[config.mk]
export PLATFORM = sky130hd
export DESIGN_NAME = key_event_record_deframer_queue_core
export DESIGN_NICKNAME = d
export VERILOG_FILES = /design/src/kerdq_pkg.sv /design/src/key_event_record_deframer_queue_core.sv /design/src/kerdq_ctrl.sv /design/src/kerdq_parser.sv /design/src/kerdq_queue.sv
export SDC_FILE = /design/constraint.sdc
export NUM_CORES = 1
export LEC_CHECK = 0
export ABC_AREA = 0
export BUFFER_PORTS_ARGS = -buffer_cell sky130_fd_sc_hd__buf_2
export CORE_MARGIN = 2
export CORE_UTILIZATION = 35
export DETAILED_ROUTE_END_ITERATION = 7
export GPL_TIMING_DRIVEN = 1
export RECOVER_POWER = 100
export SETUP_SLACK_MARGIN = 0.5
export SLEW_MARGIN = 20
export SYNTH_ARGS = -nofsm -noshare
export SYNTH_HDL_FRONTEND = slang
export SYNTH_HIERARCHICAL = 1
export SYNTH_SLANG_ARGS = --single-unit
[constraint.sdc]
create_clock -name clock -period 8.99 [get_ports clock]
set_clock_uncertainty 0.15 [all_clocks]
set_input_delay 1.798 -clock clock [delete_from_list [all_inputs] [get_ports clock]]
set_output_delay 1.798 -clock clock [all_outputs]
set_load 0.005 [all_outputs]
[src/kerdq_pkg.sv]
// Package for the key event record deframer queue.
// Holds shared constants, codes, types and the hex digit decode function.
// No dependencies.
package kerdq_pkg;

   localparam int QUEUE_DEPTH_DEF   = 10;
   localparam int PARTIAL_LIMIT_DEF = 18;
   localparam int REC_LEN           = 6;
   localparam int REC_STORE         = 4;

   localparam logic [7:0] CH_PRESS    = 8'h50;
   localparam logic [7:0] CH_RELEASE  = 8'h52;
   localparam logic [7:0] DIGIT_LIMIT = 8'h3A;
   localparam logic [7:0] DIGIT_ZERO  = 8'h30;
   localparam logic [7:0] DIGIT_ALPHA = 8'h41;
   localparam logic [7:0] ALPHA_BASE  = 8'd10;

   localparam logic [1:0] KIND_NONE    = 2'd0;
   localparam logic [1:0] KIND_PRESS   = 2'd1;
   localparam logic [1:0] KIND_RELEASE = 2'd2;

   localparam logic ACT_BYTE  = 1'b0;
   localparam logic ACT_DRAIN = 1'b1;

   typedef enum logic {
      ST_IDLE,
      ST_EMIT
   } ctrl_state_type;

   typedef struct packed {
      logic byte_take;
      logic drain_empty;
      logic drain_start;
      logic emit;
   } ctrl_cmd_type;

   typedef struct packed {
      logic queue_empty;
      logic last_entry;
      logic out_free;
   } dp_status_type;

   typedef struct packed {
      logic       press;
      logic [7:0] row;
      logic [7:0] col;
   } event_type;

   function automatic logic [7:0] digit_value(input logic [7:0] c);
      logic [7:0] v;
      if (c < DIGIT_LIMIT) begin
         v = c - DIGIT_ZERO;
      end else begin
         v = c - DIGIT_ALPHA + ALPHA_BASE;
      end
      return v;
   endfunction

endpackage

[src/key_event_record_deframer_queue_core.sv]
// Top level of the key event record deframer queue.
// Depends on kerdq_pkg, kerdq_ctrl, kerdq_parser and kerdq_queue.
//
// Packet bytes enter on the req channel one item per cycle and produce no
// result; every sixth byte of a record, or the resolution of a partial record
// carried across a packet end, may push one decoded key event into a ring
// queue of QUEUE_DEPTH entries. A drain item with N queued events is first
// accepted, then one result per cycle, while rsp_tready lets the rsp register
// empty, leaves through it as the single read port of the queue memory walks
// the entries, the last one flagged by rsp_tlast. An empty drain returns one
// result with event_kind 0 at once. No req item is taken while a drain is
// still emitting or while a result waits in the rsp register without
// rsp_tready. The column offset written on the csr channel is added to each
// column as it leaves. A full queue drops new events and sets the overflow
// flag, reported on every result of the next drain and cleared by it.
module key_event_record_deframer_queue_core import kerdq_pkg::*; #(
   parameter int QUEUE_DEPTH   = QUEUE_DEPTH_DEF,
   parameter int PARTIAL_LIMIT = PARTIAL_LIMIT_DEF
) (
   input  logic        clock,
   input  logic        reset,
   input  logic        req_tvalid,
   output logic        req_tready,
   input  logic [7:0]  req_tdata,   // data_byte [7:0]
   input  logic        req_tuser,   // action [0]
   input  logic        req_tlast,
   output logic        rsp_tvalid,
   input  logic        rsp_tready,
   output logic [15:0] rsp_tdata,   // key_row [7:0], key_column [15:8]
   output logic [2:0]  rsp_tuser,   // event_kind [1:0], overflowed [2]
   output logic        rsp_tlast,
   input  logic        csr_valid,
   output logic        csr_ready,
   input  logic [7:0]  csr_data
);

   ctrl_cmd_type  cmd;
   dp_status_type status;
   logic          enq_valid;
   event_type     enq_entry;

   assign csr_ready = 1'b1;

   kerdq_ctrl u_ctrl (
      .clock      (clock),
      .reset      (reset),
      .req_tvalid (req_tvalid),
      .req_action (req_tuser),
      .status     (status),
      .req_tready (req_tready),
      .cmd        (cmd)
   );

   kerdq_parser #(
      .PARTIAL_LIMIT (PARTIAL_LIMIT)
   ) u_parser (
      .clock      (clock),
      .reset      (reset),
      .cmd        (cmd),
      .data_byte  (req_tdata),
      .packet_end (req_tlast),
      .enq_valid  (enq_valid),
      .enq_entry  (enq_entry)
   );

   kerdq_queue #(
      .QUEUE_DEPTH (QUEUE_DEPTH)
   ) u_queue (
      .clock      (clock),
      .reset      (reset),
      .cmd        (cmd),
      .enq_valid  (enq_valid),
      .enq_entry  (enq_entry),
      .csr_valid  (csr_valid),
      .csr_data   (csr_data),
      .status     (status),
      .rsp_tvalid (rsp_tvalid),
      .rsp_tready (rsp_tready),
      .rsp_tdata  (rsp_tdata),
      .rsp_tuser  (rsp_tuser),
      .rsp_tlast  (rsp_tlast)
   );

endmodule

[src/kerdq_ctrl.sv]
// Controller state machine for the key event record deframer queue.
// Depends on kerdq_pkg; drives commands to the parser and queue datapath.
module kerdq_ctrl import kerdq_pkg::*; (
   input  logic          clock,
   input  logic          reset,
   input  logic          req_tvalid,
   input  logic          req_action,
   input  dp_status_type status,
   output logic          req_tready,
   output ctrl_cmd_type  cmd
);

   ctrl_state_type state_ff, state_in;

   always_ff @(posedge clock) begin
      if (reset) begin
         state_ff <= ST_IDLE;
      end else begin
         state_ff <= state_in;
      end
   end

   always_comb begin
      state_in   = state_ff;
      req_tready = 1'b0;
      cmd        = '0;
      unique case (state_ff)
         ST_IDLE: begin
            req_tready = status.out_free;
            if (req_tvalid && status.out_free) begin
               if (req_action == ACT_DRAIN) begin
                  if (status.queue_empty) begin
                     cmd.drain_empty = 1'b1;
                  end else begin
                     cmd.drain_start = 1'b1;
                     state_in        = ST_EMIT;
                  end
               end else begin
                  cmd.byte_take = 1'b1;
               end
            end
         end
         ST_EMIT: begin
            if (status.out_free) begin
               cmd.emit = 1'b1;
               if (status.last_entry) begin
                  state_in = ST_IDLE;
               end
            end
         end
         default: begin
            state_in = ST_IDLE;
         end
      endcase
   end

endmodule

[src/kerdq_parser.sv]
// Record deframer datapath: cuts packet bytes into key records and partials.
// Depends on kerdq_pkg; feeds decoded events to kerdq_queue.
module kerdq_parser import kerdq_pkg::*; #(
   parameter int PARTIAL_LIMIT = PARTIAL_LIMIT_DEF
) (
   input  logic         clock,
   input  logic         reset,
   input  ctrl_cmd_type cmd,
   input  logic [7:0]   data_byte,
   input  logic         packet_end,
   output logic         enq_valid,
   output event_type    enq_entry
);

   localparam int PL_W = $clog2(PARTIAL_LIMIT + 1);

   logic [7:0]      rec_bytes_ff [REC_STORE];
   logic [7:0]      rec_bytes_in [REC_STORE];
   logic [7:0]      part_bytes_ff [REC_STORE];
   logic [7:0]      part_bytes_in [REC_STORE];
   logic [7:0]      part_upd [REC_STORE];
   logic [7:0]      lead_bytes [REC_STORE];
   logic [2:0]      rec_count_ff, rec_count_in, cnt_next;
   logic [PL_W-1:0] part_len_ff, part_len_in;
   logic            resync_ff, resync_in;
   logic            at_start_ff, at_start_in;
   logic            resync_eff, is_lead, take_rec, part_dec, rec_dec;

   always_comb begin
      rec_bytes_in = rec_bytes_ff;
      part_upd     = part_bytes_ff;
      part_len_in  = part_len_ff;
      resync_in    = resync_ff;
      take_rec     = 1'b0;
      part_dec     = 1'b0;
      rec_dec      = 1'b0;
      resync_eff   = resync_ff | (at_start_ff & (part_len_ff != '0));
      is_lead      = (data_byte == CH_PRESS) || (data_byte == CH_RELEASE);

      if (resync_eff) begin
         if (is_lead) begin
            part_dec    = 1'b1;
            take_rec    = 1'b1;
            part_len_in = '0;
            resync_in   = 1'b0;
         end else begin
            if (part_len_ff < PL_W'(PARTIAL_LIMIT)) begin
               if (part_len_ff < PL_W'(REC_STORE)) begin
                  part_upd[part_len_ff[1:0]] = data_byte;
               end
               part_len_in = part_len_ff + PL_W'(1);
            end
            if (packet_end) begin
               part_dec    = 1'b1;
               part_len_in = '0;
               resync_in   = 1'b0;
            end else begin
               resync_in = 1'b1;
            end
         end
      end else begin
         take_rec  = 1'b1;
         resync_in = 1'b0;
      end

      cnt_next = rec_count_ff;
      if (take_rec) begin
         if (rec_count_ff < 3'(REC_STORE)) begin
            rec_bytes_in[rec_count_ff[1:0]] = data_byte;
         end
         if (rec_count_ff == 3'(REC_LEN - 1)) begin
            rec_dec  = 1'b1;
            cnt_next = 3'd0;
         end else begin
            cnt_next = rec_count_ff + 3'd1;
         end
      end

      part_bytes_in = part_upd;
      rec_count_in  = cnt_next;
      if (packet_end) begin
         if (cnt_next != 3'd0) begin
            for (int k = 0; k < REC_STORE; k++) begin
               part_bytes_in[k] = (3'(k) < cnt_next) ? rec_bytes_in[k] : 8'h00;
            end
            part_len_in  = PL_W'(cnt_next);
            rec_count_in = 3'd0;
         end
         resync_in = 1'b0;
      end
      at_start_in = packet_end;

      for (int k = 0; k < REC_STORE; k++) begin
         lead_bytes[k] = part_dec ? part_upd[k] : rec_bytes_in[k];
      end
      enq_entry.press = (lead_bytes[0] == CH_PRESS);
      enq_entry.row   = digit_value(lead_bytes[1]);
      enq_entry.col   = digit_value(lead_bytes[3]);
      enq_valid       = cmd.byte_take & (part_dec | rec_dec) &
                        ((lead_bytes[0] == CH_PRESS) || (lead_bytes[0] == CH_RELEASE));
   end

   always_ff @(posedge clock) begin
      if (reset) begin
         rec_count_ff <= 3'd0;
         part_len_ff  <= '0;
         resync_ff    <= 1'b0;
         at_start_ff  <= 1'b1;
         for (int k = 0; k < REC_STORE; k++) begin
            part_bytes_ff[k] <= 8'h00;
         end
      end else if (cmd.byte_take) begin
         rec_count_ff  <= rec_count_in;
         part_len_ff   <= part_len_in;
         resync_ff     <= resync_in;
         at_start_ff   <= at_start_in;
         part_bytes_ff <= part_bytes_in;
      end
   end

   always_ff @(posedge clock) begin
      if (cmd.byte_take) begin
         rec_bytes_ff <= rec_bytes_in;
      end
   end

endmodule

[src/kerdq_queue.sv]
// Event queue datapath: ring memory, pointers, overflow flag, column offset
// register and the result output register. Depends on kerdq_pkg.
module kerdq_queue import kerdq_pkg::*; #(
   parameter int QUEUE_DEPTH = QUEUE_DEPTH_DEF
) (
   input  logic          clock,
   input  logic          reset,
   input  ctrl_cmd_type  cmd,
   input  logic          enq_valid,
   input  event_type     enq_entry,
   input  logic          csr_valid,
   input  logic [7:0]    csr_data,
   output dp_status_type status,
   output logic          rsp_tvalid,
   input  logic          rsp_tready,
   output logic [15:0]   rsp_tdata,
   output logic [2:0]    rsp_tuser,
   output logic          rsp_tlast
);

   localparam int IDX_W = $clog2(QUEUE_DEPTH);
   localparam int CNT_W = $clog2(QUEUE_DEPTH + 1);

   event_type        mem [QUEUE_DEPTH];
   event_type        rd_data_ff;
   logic [IDX_W-1:0] head_ff, head_in, tail;
   logic [CNT_W-1:0] count_ff, count_in;
   logic [CNT_W:0]   tail_sum;
   logic             ovf_ff, ovf_in;
   logic             drain_ovf_ff;
   logic [7:0]       offset_ff;
   logic             out_valid_ff, out_free, write_en;
   logic [1:0]       kind_ff;
   logic [7:0]       row_ff, col_ff;
   logic             out_ovf_ff, out_last_ff;

   assign out_free = !out_valid_ff || rsp_tready;

   assign status.queue_empty = (count_ff == '0);
   assign status.last_entry  = (count_ff == CNT_W'(1));
   assign status.out_free    = out_free;

   always_comb begin
      tail_sum = (CNT_W + 1)'(head_ff) + (CNT_W + 1)'(count_ff);
      if (tail_sum >= (CNT_W + 1)'(QUEUE_DEPTH)) begin
         tail_sum = tail_sum - (CNT_W + 1)'(QUEUE_DEPTH);
      end
      tail = tail_sum[IDX_W-1:0];
   end

   always_comb begin
      head_in  = head_ff;
      count_in = count_ff;
      ovf_in   = ovf_ff;
      write_en = 1'b0;
      if (cmd.emit) begin
         head_in  = (head_ff == IDX_W'(QUEUE_DEPTH - 1)) ? '0 : head_ff + IDX_W'(1);
         count_in = count_ff - CNT_W'(1);
      end
      if (cmd.drain_empty || cmd.drain_start) begin
         ovf_in = 1'b0;
      end
      if (enq_valid) begin
         if (count_ff == CNT_W'(QUEUE_DEPTH)) begin
            ovf_in = 1'b1;
         end else begin
            write_en = 1'b1;
            count_in = count_ff + CNT_W'(1);
         end
      end
   end

   always_ff @(posedge clock) begin
      if (write_en) begin
         mem[tail] <= enq_entry;
      end
      rd_data_ff <= mem[head_in];
   end

   always_ff @(posedge clock) begin
      if (reset) begin
         head_ff      <= '0;
         count_ff     <= '0;
         ovf_ff       <= 1'b0;
         offset_ff    <= 8'h00;
         out_valid_ff <= 1'b0;
      end else begin
         head_ff  <= head_in;
         count_ff <= count_in;
         ovf_ff   <= ovf_in;
         if (csr_valid) begin
            offset_ff <= csr_data;
         end
         if (cmd.drain_empty || cmd.emit) begin
            out_valid_ff <= 1'b1;
         end else if (rsp_tready) begin
            out_valid_ff <= 1'b0;
         end
      end
   end

   always_ff @(posedge clock) begin
      if (cmd.drain_start) begin
         drain_ovf_ff <= ovf_ff;
      end
      if (cmd.drain_empty) begin
         kind_ff     <= KIND_NONE;
         row_ff      <= 8'h00;
         col_ff      <= 8'h00;
         out_ovf_ff  <= ovf_ff;
         out_last_ff <= 1'b1;
      end else if (cmd.emit) begin
         kind_ff     <= rd_data_ff.press ? KIND_PRESS : KIND_RELEASE;
         row_ff      <= rd_data_ff.row;
         col_ff      <= rd_data_ff.col + offset_ff;
         out_ovf_ff  <= drain_ovf_ff;
         out_last_ff <= (count_ff == CNT_W'(1));
      end
   end

   assign rsp_tvalid = out_valid_ff;
   assign rsp_tdata  = {col_ff, row_ff};
   assign rsp_tuser  = {out_ovf_ff, kind_ff};
   assign rsp_tlast  = out_last_ff;

endmodule

# [Word level (Yosys, flattened, before mapping)]
# Memory sizes are Yosys's and may differ from the RTL's. A register that Yosys moved wholly into a read port is not among the register bits.
# Index checks and enable logic that the tools add are counted.
[totals] regBits=114 latch_bits=0 ramBits=170 mem_bits_ro=0 input_bits=23 output_inout_bits=23 word_cells=158 memories=1
[op_classes] add_sub_neg=14 multipliers=0 n_div=0 magnitude_cmp=14 n_eq_ne=8 shift=0 muxes=75 bitwise=8 n_reduce_logical=14
[mem_list] memory="u_queue.mem" depth=10 word_bits=17 read_ports=1 rd_ports_with_merged_regs=1 write_ports=1 line="kerdq_queue.sv:24" source="event_type mem [QUEUE_DEPTH];"
[op_table] operator="32-bit 2-to-1 mux" n=8
[op_table] operator="8-bit 2-to-1 mux" n=11
[op_table] operator="32-bit bitwise mux" n=2
[op_table] operator="8-bit demux with 2-bit select" n=2
[op_table] operator="8-bit by 7-bit equality test with 1-bit output, second input constant" n=4
[op_table] operator="1-bit 2-to-1 mux" n=31
[op_table] operator="5-bit 2-to-1 mux" n=6
[op_table] operator="4-bit 2-to-1 mux" n=6
[op_table] operator="3-bit 2-to-1 mux" n=6
[op_table] operator="8-bit by 4-bit adder with 8-bit output, second input constant" n=2
[op_table] operator="8-bit by 6-bit less-than comparator with 1-bit output, second input constant" n=2
[op_table] operator="8-bit by 6-bit subtractor with 8-bit output, second input constant" n=2
[op_table] operator="8-bit by 7-bit subtractor with 8-bit output, second input constant" n=2
[op_table] operator="4-bit by 1-bit adder with 4-bit output, second input constant" n=2
[op_table] operator="8-bit adder" n=1
[op_table] operator="4-bit equality test, second input constant" n=2
[op_table] operator="3-bit greater-or-equal comparator, second input constant" n=2
[op_table] operator="1-bit by 3-bit less-than comparator with 1-bit output, first input constant" n=2
[op_table] operator="2-bit by 3-bit less-than comparator with 1-bit output, first input constant" n=2
[op_table] operator="3-bit by 1-bit less-than comparator with 1-bit output, second input constant" n=2
[op_table] operator="2-bit inverter with 3-bit output" n=2
[op_table] operator="4-bit by 4-bit adder with 5-bit output" n=1
[op_table] operator="5-bit by 1-bit adder with 5-bit output, second input constant" n=1
[op_table] operator="5-bit by 4-bit greater-or-equal comparator with 1-bit output, second input constant" n=1
[op_table] operator="20 further kinds" n=31

# [Longest topological paths before layout]
[logic_depth] ltp_word=17 mapped_depth=16 depth_no_buf=14

# [By module]
# The synthesis kept the hierarchy.
[by_module_without_submodules] module="kerdq_queue" n_inst=1 cells_each=700 area_per_inst_um2=9829.4
[by_module_without_submodules] module="kerdq_parser" n_inst=1 cells_each=489 area_per_inst_um2=4194.0
[by_module_without_submodules] module="kerdq_ctrl" n_inst=1 cells_each=10 area_per_inst_um2=100.1
[by_module_without_submodules] module="key_event_record_deframer_queue_core" n_inst=1 cells_each=2 area_per_inst_um2=11.3

# [Least setup slack after synthesis]
# Ideal clock, no wire load.
[synth_path] path_type="input -> register" from="in rsp_tready" to="mem u_queue/mem[8][0] in the netlist's numbering (enable)" setup_time_ns=0.397 t_arrival_ns=4.931 required_ns=8.443 setup_slack_ns=3.512 path_stages=12 cell_sequence="nand2b_1 > buf_4 > nor2b_4 > and3b_2 > clkbuf_1 > inv_1 > clkbuf_1 > a21oi_1 > nand2_1 > nor3_1 > mux2i_1 > a21oi_1"
[synth_rtl] item="start: declaration" line="key_event_record_deframer_queue_core.sv:28" source="input logic rsp_tready,"
[synth_rtl] item="end: declaration" line="kerdq_queue.sv:24"

# [Final worst setup path]
[layout_path] from="in req_tdata[6]" to="mem u_queue/mem[9][7] in the netlist's numbering (enable)"
[layout_between] elab_chain_cells=12 elab_cells_between_ends=26 classes_between="eq/ne (4); mux (17); bitwise (3); reduce/logical (2)"
[layout_rtl] item="start: declaration" line="key_event_record_deframer_queue_core.sv:24" source="input logic [7:0] req_tdata,"
[layout_rtl] item="8-bit by 7-bit equality test with 1-bit output / 32-bit bitwise mux (equally long branches)" line="kerdq_parser.sv:38, kerdq_parser.sv:49"
[layout_rtl] item="1-bit logical OR / 32-bit 2-to-1 mux (equally long branches)" line="kerdq_parser.sv:38, kerdq_parser.sv:48"
[layout_rtl] item="1-bit 2-to-1 mux / 32-bit 2-to-1 mux (equally long branches)" line="kerdq_parser.sv:41, kerdq_parser.sv:47"
[layout_rtl] item="1-bit 2-to-1 mux / 32-bit 2-to-1 mux (equally long branches)" line="kerdq_parser.sv:40, kerdq_parser.sv:41"
[layout_rtl] item="32-bit 2-to-1 mux (on tied branches)" line="kerdq_parser.sv:67, kerdq_parser.sv:40"
[layout_rtl] item="8-bit 2-to-1 mux" line="kerdq_parser.sv:94" source="lead_bytes[k] = part_dec ? part_upd[k] : rec_bytes_in[k];"
[layout_rtl] item="8-bit by 7-bit equality test with 1-bit output" line="kerdq_parser.sv:100" source="((lead_bytes[0] == CH_PRESS) || (lead_bytes[0] == CH_RELEASE));"
[layout_rtl] item="1-bit logical OR" line="kerdq_parser.sv:100"
[layout_rtl] item="1-bit bitwise AND *" line="kerdq_parser.sv:99" source="enq_valid = cmd.byte_take & (part_dec | rec_dec) &"
[layout_rtl] item="named net enq_valid" line="key_event_record_deframer_queue_core.sv:39" source="logic enq_valid;"
[layout_rtl] item="1-bit 2-to-1 mux *" line="kerdq_queue.sv:63" source="if (enq_valid) begin"
[layout_rtl] item="1-bit 2-to-1 mux *" line="kerdq_queue.sv:74" source="if (write_en) begin"
[layout_rtl] item="1-bit 2-to-1 mux (not written as such) *" line="kerdq_queue.sv:75" source="mem[tail] <= enq_entry;"
# Mark *: on every way through the listed nets, which the timed path passes. The rest lies on a longest branch.

==> impl_results.md <==
- Via count of the first global-routing pass: approximately 9700
- Maximum frequency from static timing analysis: around 0.15 GHz
- Synth Area per Inst: 11.77 um^2
- Remaining global-route overflow: 0
- Summed instance area of the synthesized netlist: 0.01413 mm^2
- Maximum vdd drop: approximately 0.16 mV
- Metal2 WL: about 16000 um
- Final Total Pwr: 3.248 mW
- Failing checks: capacitance limit, slew limit
- Total Wirelength: 35300 um
- Sort of element at the end of the critical path: flip-flop
- Post-layout util: 0.3927
- Via density per instance: between 5 and 6
- Syn Inst Count: 1201
- Fraction of final layout cells sized beyond drive strength 1: 0.1396
- Worst slack at placement: 2.503 ns
- Share of synthesized flip-flops with an asynchronous set or reset: 0
- Worst skew pair latency: 0.57 ns
- Multi-input logic area: around 0.0059 mm^2
- Die H: 205.0 um
- Met1 wire length: 16020 um
- Flip-flop and latch count after synthesis: 285
- Worst setup path class: input pin to flip-flop
- Sort of element at the start of the critical path: input pin
- Global-route total usage across every layer: 0.1692
- Net count reported at finish: 1268
- Most numerous cell in the Yosys netlist: edfxtp_1
- Post-cts gate resize count: 0
- Final GP Congestion: 0.9128
- Placed cell count: 1715
- Area occupied by registers: between 0.007 and 0.008 mm^2
- Number of inserted filler cells in the final layout: 3828
- Final Worst Setup Slack: 2.457 ns
- Detailed Routing Iterations Pass 1: 5
- Maximum buffer depth of the clock tree: 3
- Biggest area consumer among synthesized cells: edfxtp_1
- Antenna diode instance count: 0
- Initial core utilization: 0.3549
- Transition time of the tightest slew-check pin: roughly 3.2 ns
- Tcrit/Tclk final: 0.7267
- Sequential element share of the synthesized area: 0.5424
- Count of flip-flops with a built-in enable after synthesis: a little under 200
- Topmost layer with routed signal wires: met4
- Die width: 205.0 um
- Class of the most critical hold timing path: flip-flop to flip-flop
- CTS clk-pin slew, worst paths: 0.06 ns
- Count of H-tree levels built during CTS: 1
- Static power due to leakage: between 5 and 6 nW
- Final Hold Slack: 0.2962 ns
- Final cell count without fillers: 1771
- Routed Antenna Nets: 0
- Synth Flop Type: edfxtp_1
- Cell Pwr Density: 207.7 mW/mm^2
- Post-Synthesis Net Count: roughly 1200
- CTS buffer count: 30
- Post-place instance area: 0.01480 mm^2
- Slew Viols, Final: around 200
- CTS tree: done
- CTS root buf: clkbuf_16
- Final Instance Area: around 0.016 mm^2
- Drc violations: 0
- Status: finished, violations left
- Total setup violations reported at the end of the flow: 0
- Count of final hold-check violations: 0
- Worst slew margin relative to its limit: -1.154
- Setup Fix Bufs, Post-CTS: 0
- Number of library cell types mapped by synthesis: 95
- Setup TNS: 0 ns
- Total number of placement rows: 73
- Routed length on met3: 2153 um
- Sum of net half-perimeters after detailed placement: roughly 24000 um
- Average wire per cell in the routed design: ~20 um
- Area overhead of the layout relative to synthesis: 10.64%
- Fraction of synthesized cell area taken by the top area cell type: 0.4164
- Initial antenna violation count: 0
- First-pass GRT wire length: 55970 um
- Area of the core region: 0.03982 mm^2
- Count of input and output buffers: 44
- Dominant cells by area after synthesis: edfxtp_1 42%, dfxtp_1 13%, mux4_2 5.1%
- Overall die area: 0.04201 mm^2
- Number of warnings printed during yosys synthesis: 6
- Maximum Capacitance Violations: 8
- Maximum fanout along the worst path: 17
- Ranking of synthesized cells by instance count: 196 x edfxtp_1, 105 x nand2_1, 89 x dfxtp_1, 79 x nor2_1, 61 x a21oi_1
- Number of violations reported at the end of detailed-routing iteration 0: 967
- Number of sinks on the clock net: 285
- Data arrival time of the critical path: 6.54 ns
- Unrepaired setup endpoints after global routing: no
- Hold-fix buffers at CTS: 0
- CP Data Required Time: approximately 9 ns
- Count of boundary I/O pins: 46
- Via count of the routed design: 9958
- Final Critical Period: 6.533 ns
- Pin count of the biggest net entering global routing: 68
[worst max-delay path: stages]
cell      delay (ns)
clkbuf_1        0.31
nor3b_1         0.55
nand3_1         0.38
a21oi_1         0.73
nand4_1         0.25
a21oi_1         0.63
nand2_1         0.26
nor3_1          0.25
mux2i_1         0.16
a21oi_1         1.21
[cells in the final DEF, fill, tap and decap left out, drive strengths merged, types with 20 or more instances in the layout]
cell type | netlist | final
edfxtp | 196 | 196
nand2 | 105 | 105
dfxtp | 89 | 89
nor2 | 81 | 81
a21oi | 62 | 62
clkbuf | 37 | 58
nand3 | 49 | 49
inv | 45 | 47
o21ai | 41 | 41
buf | 35 | 36
mux2i | 35 | 35
mux4 | 33 | 33
mux2 | 31 | 31
nor3 | 31 | 31
a31oi | 29 | 29
o22ai | 25 | 25
a211o | 21 | 21
ha | 21 | 21
a211oi | 20 | 20
[registers in the layout (all words and copies together), names as in the netlist]
name                    count
u_queue/mem               170
u_parser/part_bytes_ff     24
u_parser/rec_bytes_ff      24
u_queue/rd_data_ff         17
u_queue/col_ff              8
u_queue/offset_ff           8
u_queue/row_ff              8
u_parser/part_len_ff        5
u_queue/count_ff            4
u_queue/head_ff             4
u_parser/rec_count_ff       3
u_queue/kind_ff             2
u_ctrl/state_ff             1
u_parser/at_start_ff        1
u_parser/resync_ff          1
u_queue/drain_ovf_ff        1
u_queue/out_ovf_ff          1
u_queue/ovf_ff              1
u_queue/rsp_tlast           1
u_queue/rsp_tvalid          1
[routing by layer]
metal	vias up	GRT usage
met5	-	0
met4	0	0.04317
met3	53	0.03070
met2	331	0.2749
met1	4883	0.2333
li1	4691	-
[logic make-up after synthesis]
group                      count (synthesis)  synth area share
adders and majority gates                 23           0.02142
buffers and inverters                    117           0.03753
AOI/OAI and AO/OA                        313            0.1644
muxes                                     99            0.1023
xor gates and xnor gates                  14           0.01027
and+or+nand+nor                          349            0.1214
DFF                                      285            0.5424
other                                      1         0.0002653
[cell type report]
type,instances,area share
inverters,45,0.01080
clock buffers,33,0.04872
flip-flops and latches,285,0.4904
repair buffers,61,0.01832
multi-input cells,799,0.3772
well taps,525,0.04200
clock inverters,23,0.01248
[worst paths after layout]
kind	start	endpoint	slack (ns)	depth (start not counted)
setup / recovery	req_tdata[6]	u_queue/mem[9][7]	2.46	10
hold / removal	u_queue/rd_data_ff[16]	u_queue/kind_ff[1]	0.30	1
setup reg to reg	u_parser/part_len_ff[0]	u_queue/mem[9][7]	3.24	13
hold reg to reg	u_queue/rd_data_ff[16]	u_queue/kind_ff[1]	0.30	1
[where the power goes]
| group | switching (mW) | internal, mW |
|---|---|---|
| clock | 0.527 | 0.674 |
| sequential | 0.0306 | 1.52 |
| combinational | 0.327 | 0.168 |
| total | 0.884 | 2.36 |
No activity file was read; power rests on OpenSTA's default activity.
